===== src/hdl/wicm_pkg.sv =====
`default_nettype none
// ----------------------------------------------------------------------------
// wicm_pkg
// Shared widths, types and constants of the weighted increasing chain block.
// ----------------------------------------------------------------------------
package wicm_pkg;

  localparam int unsigned KEYS_DEFAULT    = 1024;
  localparam int unsigned KEY_W           = 11;
  localparam int unsigned WEIGHT_W        = 32;
  localparam int unsigned VAL_W           = 42;
  localparam int unsigned POS_W           = KEY_W + 1;
  localparam int unsigned EPOCH_W         = 4;
  localparam int unsigned KEY_COUNT_RESET = 1024;

  typedef logic [KEY_W-1:0]    key_t;
  typedef logic [WEIGHT_W-1:0] weight_t;
  typedef logic [VAL_W-1:0]    val_t;
  typedef logic [POS_W-1:0]    pos_t;
  typedef logic [EPOCH_W-1:0]  epoch_t;

  localparam val_t   VAL_MAX   = '1;
  localparam epoch_t EPOCH_MAX = '1;

  typedef struct packed {
    epoch_t tag;
    val_t   val;
  } tree_entry_t;

endpackage : wicm_pkg
`default_nettype wire


===== src/hdl/wicm_cmp.sv =====
`default_nettype none
// ----------------------------------------------------------------------------
// wicm_cmp
// Shared magnitude comparator with maximum select.
// ----------------------------------------------------------------------------
module wicm_cmp (
  input  wire wicm_pkg::val_t a,
  input  wire wicm_pkg::val_t b,
  output      logic           gt,
  output      wicm_pkg::val_t hi
);
  import wicm_pkg::*;

  assign gt = (a > b);
  assign hi = gt ? a : b;

endmodule : wicm_cmp
`default_nettype wire


===== config.mk =====
export PLATFORM = sky130hd
export DESIGN_NAME = wicm_cmp
export DESIGN_NICKNAME = d
export VERILOG_FILES = /design/src/hdl/wicm_pkg.sv /design/src/hdl/wicm_cmp.sv
export SDC_FILE = /design/constraint.sdc
export NUM_CORES = 1
export LEC_CHECK = 0
export ABC_AREA = 1
export BUFFER_PORTS_ARGS = -buffer_cell sky130_fd_sc_hd__clkbuf_2
export CORE_MARGIN = 2
export CORE_UTILIZATION = 44
export DETAILED_ROUTE_END_ITERATION = 10
export PLACE_DENSITY = 0.85
export SETUP_SLACK_MARGIN = 0.3
export SLEW_MARGIN = 30
export SYNTH_ARGS = -nofsm -noshare
export SYNTH_HDL_FRONTEND = slang
export SYNTH_SLANG_ARGS = --single-unit

===== constraint.sdc =====
create_clock -name vclk -period 2.8
set_input_delay 0.56 -clock vclk [all_inputs]
set_output_delay 0.56 -clock vclk [all_outputs]
set_load 0.05 [all_outputs]

==> metrics.txt, run 1 <==
Yosys warnings=0; Std-Cell Rows=23; largest family of logic cells by synthesized area=simple AND/OR/NAND/NOR gates; number of cells in the design after placement=524; mux cell area share after synthesis=0; sequential area share after synthesis=0; synthesized-area fraction occupied by xor and xnor cells=0; biggest area contributors in the synthesized netlist=sky130_fd_sc_hd__ha_1, sky130_fd_sc_hd__nand2_1, sky130_fd_sc_hd__nand3_1; fraction of post-synthesis cell area in the top cell type by area=0.289; Halt Stage=4_1_cts; post-synthesis instance area=0.00182 mm^2; Syn Area/Cell=5.40 um^2; Tool Error=[ERROR DPL-0038] Utilization greater than 100%, impossible to legalize; RD Place Congestion=0.739; post-cts resize count=187; ranking of synthesized cells by instance count=sky130_fd_sc_hd__nand2_1, sky130_fd_sc_hd__inv_1, sky130_fd_sc_hd__nand3_1, sky130_fd_sc_hd__ha_1, sky130_fd_sc_hd__a21oi_1; IO Count=127; number of buffers added on ports=127; library cell with the largest summed area after synthesis=sky130_fd_sc_hd__ha_1; hold-fix buffers at CTS=0; number of nets produced by synthesis=462; complex-gate fraction of the synthesized area=0.0648; library cells used by synthesis=22; horizontal extent of the die=68.2 um; die outline height=68.2 um; simple-gate area share of the yosys netlist=0.480; adder and majority cell fraction of the synthesized area=0.289; post-CTS setup repair buffer count=9; top-count cell post-synth=sky130_fd_sc_hd__nand2_1; run status=did not finish; placed wire-length estimate after detailed placement=4740 um; Initial Utilization=0.457; synthesized instance count=336
## logic make-up after synthesis
| logic type | after synthesis |
|---|---|
| adders and majority gates | 42 |
| AOI/OAI and AO/OA | 21 |
| buffers and inverters | 68 |
| and+or+nand+nor | 205 |
## metrics by stage
stage	utilization	hold WS [ps]	TNS, ps	setup slack [ps]	area, um^2
after floorplan	-	1300	0	250	2170
after global placement	0.753	1540	-6110	-172	2990
after detailed placement	0.753	1550	-7540	-230	2990
==> inputs of run 2 (changes only) <==
--- a/config.mk
+++ b/config.mk
@@ -8,10 +8,9 @@
 export ABC_AREA = 1
 export BUFFER_PORTS_ARGS = -buffer_cell sky130_fd_sc_hd__clkbuf_2
 export CORE_MARGIN = 2
-export CORE_UTILIZATION = 44
+export CORE_UTILIZATION = 35
 export DETAILED_ROUTE_END_ITERATION = 10
-export PLACE_DENSITY = 0.85
-export SETUP_SLACK_MARGIN = 0.3
+export PLACE_DENSITY_LB_ADDON = 0.15
 export SLEW_MARGIN = 30
 export SYNTH_ARGS = -nofsm -noshare
 export SYNTH_HDL_FRONTEND = slang
==> run 2 against run 1 <==
The flow now finishes, with violations (negative setup slack); synthesized area stayed put; synthesized cell count did not move.
==> metrics.txt, run 2 <==
Int Power=0.587 mW; Worst VDD drop=0.209 mV; Worst Setup Slack post-DPL=-210 ps (+21.0 ps); seq_cells=0; clock power share=0; count of clock buffers in the final design=0; Final Setup Violations=43; Finished Layout Cells=550; sw frac=0.567; Pre-Repair DR Iteration Count=4; Core Footprint=0.00504 mm^2; final period demand of the worst path=2960 ps; smallest setup slack after layout=-162 ps; count of final hold-check violations=0; highest fanout seen on the critical path=8; number of cells in the design after placement=538 (+2.7%); ranking of synthesized cells by instance count=sky130_fd_sc_hd__nand2_1, sky130_fd_sc_hd__inv_1, sky130_fd_sc_hd__nand3_1, sky130_fd_sc_hd__ha_1, sky130_fd_sc_hd__a21oi_1; max-slew violations=0; most common library cell in the layout ignoring fill and taps=sky130_fd_sc_hd__nand2_2; initial antenna violation count=0; post-synthesis instance area=0.00182 mm^2 (unchanged); total wire length=9060 um; total congestion overflow after global routing=0; most used cell, CP=sky130_fd_sc_hd__nand2_1; Detailed Route Iter0 Violations=86; die outline height=76.0 um (+11%); placed wire-length estimate after detailed placement=4410 um (-6.9%); post-detailed-route wirelength per cell=16.5 um; total area of multi-input combinational cells=0.00246 mm^2; Sequential Power Share=0; worst setup path class=in2out; P_leak=2.25 nW; library cell with the largest summed area after synthesis=sky130_fd_sc_hd__ha_1; detailed-route DRC error count=0; net switching power=0.769 mW; pin count of the biggest net entering global routing=21; run status=complete, but fails checks; IO Count=127 (unchanged); cell breakdown of the critical path=buf_6 > inv_4 > ha_4 > nand2_4 > inv_1 > nand2_1 > nand2_1 > nand2_1 > nand2_2 > a21oi_2 > nand3_4 > nand2_8 > buf_6 > nand2_2 > nand2_1 > clkbuf_8; Initial Utilization=0.360 (-0.0971); Std-Cell Rows=26 (+13%); NumNets Final=608; critical path endpoint category=primary output; fraction of layout cells with a size suffix above 1=0.725; Setup Total Neg Slack=-4550 ps; count of inserted antenna diode cells=0; standard cell with the maximum stage delay on the critical path=sky130_fd_sc_hd__ha_4; global-route wire length before repair=10200 um; Yosys warnings=0 (unchanged); setup repair after global routing missed its margin=yes; combinational cell fraction of total power=1.000; biggest area contributors in the synthesized netlist=sky130_fd_sc_hd__ha_1, sky130_fd_sc_hd__nand2_1, sky130_fd_sc_hd__nand3_1; f_max=338 MHz; average vias per placed instance=5.07; worst slew pin tran=260 ps; via count of the first global-routing pass=2486; highest-count cells in the layout ignoring fill and taps=sky130_fd_sc_hd__nand2_2, sky130_fd_sc_hd__buf_8, sky130_fd_sc_hd__clkbuf_2; sequential area share after synthesis=0 (unchanged); fill cell total of the finished layout=235; number of buffers and inverters on the critical path=5; failing checks=negative setup slack; via total after detailed routing=2786; Syn Area/Cell=5.40 um^2 (unchanged); max-cap violation count=0; synthesized instance count=336 (unchanged); utilization after layout=0.883; storage element area=0 um^2; power density relative to cell area=305 mW/mm^2; type of the worst min-delay path=in2out; slowest stage delay, CP=240 ps; hold-fix buffers at CTS=0 (unchanged); post-route ant nets=0; number of buffers added on ports=127 (unchanged); final worst path period share=1.06; data required time at the worst endpoint=2240 ps; die footprint=0.00578 mm^2; delay-heaviest family, CP=simple AND/OR/NAND/NOR gates; number of nets produced by synthesis=462 (unchanged); Rel. slew slack=0.825; CP Launch Type=input port; horizontal extent of the die=76.0 um (+11%); RD Place Congestion=0.778 (+5.2%); fraction of post-synthesis cell area in the top cell type by area=0.289 (unchanged); top-count cell post-synth=sky130_fd_sc_hd__nand2_1; GRT Resource Usage Total=0.197; library cells used by synthesis=22 (unchanged); area added between synthesis and finish=145%; Data arrival, critical path=2400 ps
-- run 2: cell counts after synthesis --
Identical to the previous run, type by type.
-- run 2: cell type report --
| class | count | area share |
|---|---|---|
| multi-input combinational | 268 | 0.553 |
| timing repair buffer | 156 | 0.374 |
| inverter | 56 | 0.0534 |
| tap | 70 | 0.0197 |
-- run 2: routing by layer --
layer	track usage	vias up	routed length (um)
met4	0.0182	0	193
met2	0.404	130	4920
met3	0.0190	20	563
met5	0	-	0
li1	-	1352	-
met1	0.226	1284	3380
-- run 2: final timing paths --
| check | start | to | depth (start not counted) |
|---|---|---|---|
| max | b[29] | hi[24] | 16 |
| min | b[27] | hi[27] | 4 |
-- run 2: cell families (layout without fill, tap and decap cells) --
| logic type | Yosys count | in the layout | synth area share |
|---|---|---|---|
| AO/OA/AOI/OAI | 21 | 21 | 0.0648 |
| buffers and inverters | 68 | 212 | 0.165 |
| adder cells (fa/ha/maj) | 42 | 42 | 0.289 |
| AND/OR/NAND/NOR | 205 | 205 | 0.480 |
-- run 2: metrics by stage --
step,power [mW],area [um^2],hold WS [ps]
after floorplan,0.564,1820,1440
after global placement,0.778,2640,1490
after detailed placement,0.786,2640,1500
after CTS,0.978,3250,1470
after global routing,1.42,4450,1460
final,1.36,4450,1440
-- run 2: timing repair --
action | in CTS | in global routing
setup buffers | 3 | 5
setup endpoints to repair | 43 | 43
cloned | 0 | 4
resized for setup | 132 | 320
pin swaps | 4 | 52
-- run 2: power by group through the flow --
stage | clock (mW) | sequential (mW) | combinational, mW
floorplan | 0 | 0 | 0.564
global placement | 0 | 0 | 0.778
detailed placement | 0 | 0 | 0.786
CTS | 0 | 0 | 0.978
global route | 0 | 0 | 1.42
finish | 0 | 0 | 1.36
Note: power is estimated with default switching activity, not from simulation.
==> inputs of run 3 (changes only) <==
--- a/config.mk
+++ b/config.mk
@@ -10,7 +10,7 @@
 export CORE_MARGIN = 2
 export CORE_UTILIZATION = 35
 export DETAILED_ROUTE_END_ITERATION = 10
-export PLACE_DENSITY_LB_ADDON = 0.15
+export PLACE_DENSITY = 0.7
 export SLEW_MARGIN = 30
 export SYNTH_ARGS = -nofsm -noshare
 export SYNTH_HDL_FRONTEND = slang
==> run 3 against run 2 <==
Hold slack got worse by 2.1 ps; critical path type unchanged; setup slack gained 53 ps; final area fell by 11%; the flow still finishes with violations (negative setup slack); critical endpoint is now hi[34].
==> metrics.txt, run 3 (synthesized netlist as in run 2, its figures left out) <==
count of inserted antenna diode cells=0 (unchanged); f_max=344 MHz (+1.8%); die footprint=0.00578 mm^2 (unchanged); Initial Utilization=0.360 (unchanged); run status=complete, but fails checks; max-cap violation count=0 (unchanged); horizontal extent of the die=76.0 um (unchanged); NumNets Final=604 (-0.66%); fraction of layout cells with a size suffix above 1=0.567 (-0.158); setup repair after global routing missed its margin=yes; initial antenna violation count=0 (unchanged); final worst path period share=1.04 (-0.0190); IO Count=127 (unchanged); global-route wire length before repair=9170 um (-10%); number of buffers and inverters on the critical path=4 (-1); worst hold path depth=4 (unchanged); critical path endpoint category=primary output; post-detailed-route wirelength per cell=13.5 um (-18%); slowest stage delay, CP=270 ps (+30 ps); utilization after layout=0.785 (-0.0980); CP Launch Type=input port; Worst VDD drop=0.205 mV (-1.9%); number of buffers added on ports=127 (unchanged); hold-fix buffers at CTS=0 (unchanged); highest-count cells in the layout ignoring fill and taps=sky130_fd_sc_hd__nand2_1, sky130_fd_sc_hd__clkbuf_2, sky130_fd_sc_hd__buf_8; Crit. path cell count=15 (-1); Core Footprint=0.00504 mm^2 (unchanged); post-route ant nets=0 (unchanged); via count of the first global-routing pass=2303 (-7.4%); count of clock buffers in the final design=0 (unchanged); Final Setup Violations=42 (-2.3%); seq_cells=0 (unchanged); storage element area=0 um^2 (unchanged); final period demand of the worst path=2910 ps (-53.3 ps); data required time at the worst endpoint=2240 ps (about the same); worst setup path class=in2out; placed wire-length estimate after detailed placement=4180 um (-5.2%); cell breakdown of the critical path=clkbuf_2 > ha_4 > nand2_2 > nor2_2 > nand2_2 > nor2_4 > nand2_1 > nor2_1 > nand2_2 > nand3_4 > buf_12 > clkbuf_16 > nand3_1 > nand2_1 > buf_8; failing checks=negative setup slack; delay-heaviest family, CP=simple AND/OR/NAND/NOR gates; average vias per placed instance=4.91 (-3.1%); Data arrival, critical path=2350 ps (-50 ps); area added between synthesis and finish=118%; pin count of the biggest net entering global routing=26 (+24%); most used cell, CP=sky130_fd_sc_hd__nand2_2; worst slew pin tran=266 ps (+5.38 ps); smallest setup slack after layout=-109 ps (+53.3 ps); power density relative to cell area=313 mW/mm^2 (+2.9%); Detailed Route Iter0 Violations=64 (-26%); area of all placed cells without fillers=0.00396 mm^2 (-11%); RD Place Congestion=0.746 (-4.1%); standard cell with the maximum stage delay on the critical path=sky130_fd_sc_hd__ha_4; highest fanout seen on the critical path=12 (+4); GRT Resource Usage Total=0.177 (-0.0204); Pre-Repair DR Iteration Count=4 (unchanged); count of final hold-check violations=0 (unchanged); Rel. slew slack=0.821 (-0.00361); type of the worst min-delay path=in2out; P_leak=2.14 nW (-4.8%); total congestion overflow after global routing=0 (unchanged); die outline height=76.0 um (unchanged); most common library cell in the layout ignoring fill and taps=sky130_fd_sc_hd__nand2_1; max-slew violations=0 (unchanged); via total after detailed routing=2679 (-3.8%); Std-Cell Rows=26 (unchanged); Fin Hold WS=1440 ps (-2.05 ps); total wire length=7370 um (-19%); Post-Place Cell Area=0.00259 mm^2 (-1.9%); detailed-route DRC error count=0 (unchanged)
==> run 3: cell count changes in the layout (fill, tap and decap cells not counted), sizes merged <==
cell,before,now
buf,104,85
clkbuf,52,67
==> run 3: tightest hold or removal path, delay by kind of cell <==
family | cells | cell delay, ps
AND/OR/NAND/NOR | 2 | 90
buffers and inverters | 2 | 220
==> run 3: final timing paths <==
path | from | end | slack [ps]
worst min-delay path | b[23] | hi[23] | 1440
worst max-delay path | a[27] | hi[34] | -110
==> run 3: repair_timing <==
| action | in CTS | in global routing |
|---|---|---|
| buffers inserted | 1 | 6 |
| resized for setup | 114 | 191 |
| pin swaps | 5 | 50 |
| gates cloned | 1 | 5 |
| endpoints found under the setup margin | 43 | 43 |
==> run 3: cell type report <==
type                       instances  area, um^2
timing repair buffer             152        1540
tap                               70        87.6
fill                             340        1090
inverter                          56         218
multi-input combinational        268        2110
==> run 3: layer usage <==
layer | track usage | vias up | part of all wire
li1 | - | 1350 | -
met1 | 0.203 | 1212 | 0.37
met2 | 0.366 | 105 | 0.55
met3 | 0.0166 | 12 | 0.053
met4 | 0.00727 | 0 | 0.023
met5 | 0 | - | 0
==> run 3: power breakdown <==
| group | internal, mW | switching (mW) |
|---|---|---|
| logic | 0.541 | 0.699 |
| registers | 0 | 0 |
| clock network | 0 | 0 |
==> run 3: per-stage QoR <==
stage	total power, mW	instances	setup TNS (ps)	setup WS, ps
after floorplan	0.564	336	0	81.5
after global placement	0.774	533	-6450	-173
after detailed placement	0.781	533	-7180	-190
after CTS	0.957	535	-1110	-47.8
after global routing	1.31	546	-7060	-208
final	1.24	546	-2740	-109
==> inputs of run 4 (changes only) <==
--- a/config.mk
+++ b/config.mk
@@ -5,12 +5,11 @@
 export SDC_FILE = /design/constraint.sdc
 export NUM_CORES = 1
 export LEC_CHECK = 0
-export ABC_AREA = 1
 export BUFFER_PORTS_ARGS = -buffer_cell sky130_fd_sc_hd__clkbuf_2
 export CORE_MARGIN = 2
 export CORE_UTILIZATION = 35
 export DETAILED_ROUTE_END_ITERATION = 10
-export PLACE_DENSITY = 0.7
+export PLACE_DENSITY = 0.71
 export SLEW_MARGIN = 30
 export SYNTH_ARGS = -nofsm -noshare
 export SYNTH_HDL_FRONTEND = slang
==> run 4 against run 3 <==
The flow still finishes with violations (negative setup slack); sequential share of layout area stayed put; core utilization is 1.1 points lower; cell count is 22% lower; power is 12% lower; critical path type unchanged.
==> metrics.txt, run 4 <==
data required time at the worst endpoint=2240 ps (about the same); placed wire-length estimate after detailed placement=4540 um (+8.6%); fraction of post-synthesis cell area in the top cell type by area=0.333 (+0.0432); NumNets Final=488 (-19%); ranking of synthesized cells by instance count=sky130_fd_sc_hd__ha_1, sky130_fd_sc_hd__inv_1, sky130_fd_sc_hd__mux2_4, sky130_fd_sc_hd__a21oi_1, sky130_fd_sc_hd__nand2_1; worst slew pin tran=351 ps (+84.9 ps); max-cap violation count=0 (unchanged); initial antenna violation count=0 (unchanged); library cell with the largest summed area after synthesis=sky130_fd_sc_hd__mux2_4; Worst Setup Slack post-DPL=-590 ps (-400 ps); Fin Hold WS=1470 ps (+37.6 ps); f_max=298 MHz (-13%); smallest setup slack after layout=-559 ps (-450 ps); final period demand of the worst path=3360 ps (+450 ps); CP Launch Type=input port; Syn Area/Cell=8.63 um^2 (+60%); biggest area contributors in the synthesized netlist=sky130_fd_sc_hd__mux2_4, sky130_fd_sc_hd__ha_1, sky130_fd_sc_hd__inv_1; post-detailed-route wirelength per cell=14.9 um (+10%); Rel. slew slack=0.766 (-0.0553); library cells used by synthesis=26 (+18%); P_leak=1.88 nW (-12%); Detailed Route Iter0 Violations=44 (-31%); utilization after layout=0.774 (-0.0108); setup repair after global routing missed its margin=yes; count of clock buffers in the final design=0 (unchanged); area added between synthesis and finish=110%; total wire length=6360 um (-14%); final worst path period share=1.20 (+0.161); total congestion overflow after global routing=0 (unchanged); via count of the first global-routing pass=2204 (-4.3%); horizontal extent of the die=74.9 um (-1.4%); number of buffers added on ports=127 (unchanged); area of all placed cells without fillers=0.00370 mm^2 (-6.4%); detailed-route DRC error count=0 (unchanged); seq_cells=0 (unchanged); Pre-Repair DR Iteration Count=4 (unchanged); via total after detailed routing=2107 (-21%); Worst VDD drop=0.207 mV (+1.2%); highest fanout seen on the critical path=5 (-7); synthesized instance count=204 (-39%); average vias per placed instance=4.93 (+0.57%); die footprint=0.00561 mm^2 (-2.9%); Initial Utilization=0.368 (+0.00779); Std-Cell Rows=25 (-3.8%); pin count of the biggest net entering global routing=12 (-54%); failing checks=negative setup slack; Core Footprint=0.00479 mm^2 (-5.1%); type of the worst min-delay path=in2out; critical path endpoint category=primary output; fill cell total of the finished layout=321 (-5.6%); global-route wire length before repair=9360 um (+2.0%); highest-count cells in the layout ignoring fill and taps=sky130_fd_sc_hd__clkbuf_2, sky130_fd_sc_hd__mux2_4, sky130_fd_sc_hd__buf_8; power density relative to cell area=296 mW/mm^2 (-5.5%); worst setup path class=in2out; Data arrival, critical path=2800 ps (+450 ps); run status=complete, but fails checks; Yosys warnings=0 (unchanged); GRT Resource Usage Total=0.207 (+0.0297); count of inserted antenna diode cells=0 (unchanged); most common library cell in the layout ignoring fill and taps=sky130_fd_sc_hd__clkbuf_2; RD Place Congestion=0.819 (+9.8%); IO Count=127 (unchanged); post-route ant nets=0 (unchanged); Final Setup Violations=43 (+2.4%); fraction of layout cells with a size suffix above 1=0.728 (+0.161); storage element area=0 um^2 (unchanged); post-synthesis instance area=0.00176 mm^2 (-3.0%); number of nets produced by synthesis=330 (-29%); hold-fix buffers at CTS=0 (unchanged); count of final hold-check violations=0 (unchanged); Setup Total Neg Slack=-22650 ps (-19920 ps); max-slew violations=0 (unchanged); Post-Place Cell Area=0.00302 mm^2 (+17%); die outline height=74.9 um (-1.4%); sequential area share after synthesis=0 (unchanged)
run 4: cell count changes after synthesis, sizes merged, moves of 2 or more:
cell    previous run  this run
a221oi             0         2
buf                8         4
clkbuf             4         0
inv               56        43
mux2               0        42
nand2            140        14
nand3             47         2
nand4              1        10
nor2              15         7
nor3               0         5
nor4               2         0
o211ai             0         2
o21a               2         0
o21ai              1         7
run 4: timing repair:
| item | 4_1_cts | 5_1_grt |
|---|---|---|
| endpoints found under the setup margin | 43 | 43 |
| pin swaps | 1 | 11 |
| gates cloned | 2 | 2 |
| resized for setup | 98 | 46 |
| buffers inserted | 3 | 5 |
run 4: cells by family (layout without fill, tap and decap cells):
kind of cell    count (synthesis)  count (layout)  share of synthesized area
buf+inv                        47             203                      0.124
fa+ha+maj                      42              42                      0.299
mux                            42              42                      0.352
simple gates                   41              41                      0.115
compound gates                 32              32                      0.111
run 4: metrics by stage:
| step | total power, mW | instances |
|---|---|---|
| 5_1_grt | 1.16 | 427 |
| 6_report | 1.10 | 427 |
| 3_3_place_gp | 0.823 | 416 |
| 2_1_floorplan | 0.609 | 204 |
| 3_5_place_dp | 0.837 | 416 |
| 4_1_cts | 1.02 | 421 |
run 4: final cells by class:
class                           instances  area (um^2)  share of cell area
Inverter                               43          206              0.0557
Timing Repair Buffer                  160         1510               0.409
Tap cell                               67         83.8              0.0226
Multi-Input combinational cell        157         1900               0.513
run 4: power by group:
| group | total, mW | internal [mW] | switching [mW] |
|---|---|---|---|
| Sequential | 0 | 0 | 0 |
| Combinational | 1.10 | 0.546 | 0.551 |
| Clock | 0 | 0 | 0 |
run 4: final timing paths:
check             startpoint     end  slack [ps]  cells past startpoint
hold / removal         b[23]  hi[23]        1470                      3
setup / recovery       b[21]  hi[39]        -560                     13
run 4: layer usage:
layer / vias up / part of all wire / global-route usage
li1: 1046 / - / -
met1: 985 / 0.38 / 0.226
met2: 74 / 0.57 / 0.444
met3: 2 / 0.050 / 0.0134
met4: 0 / 0.0039 / 0.00397
met5: - / 0 / 0
run 4: worst max-delay path, cell delays in order:
cell	delay (ps)
sky130_fd_sc_hd__clkbuf_2	110
sky130_fd_sc_hd__inv_2	50
sky130_fd_sc_hd__ha_4	230
sky130_fd_sc_hd__nand4_1	180
sky130_fd_sc_hd__nor2_2	80
sky130_fd_sc_hd__a221oi_2	250
sky130_fd_sc_hd__a31oi_1	140
sky130_fd_sc_hd__o31ai_2	320
sky130_fd_sc_hd__inv_2	100
sky130_fd_sc_hd__buf_6	160
sky130_fd_sc_hd__buf_16	140
sky130_fd_sc_hd__mux2_4	300
sky130_fd_sc_hd__clkbuf_16	170
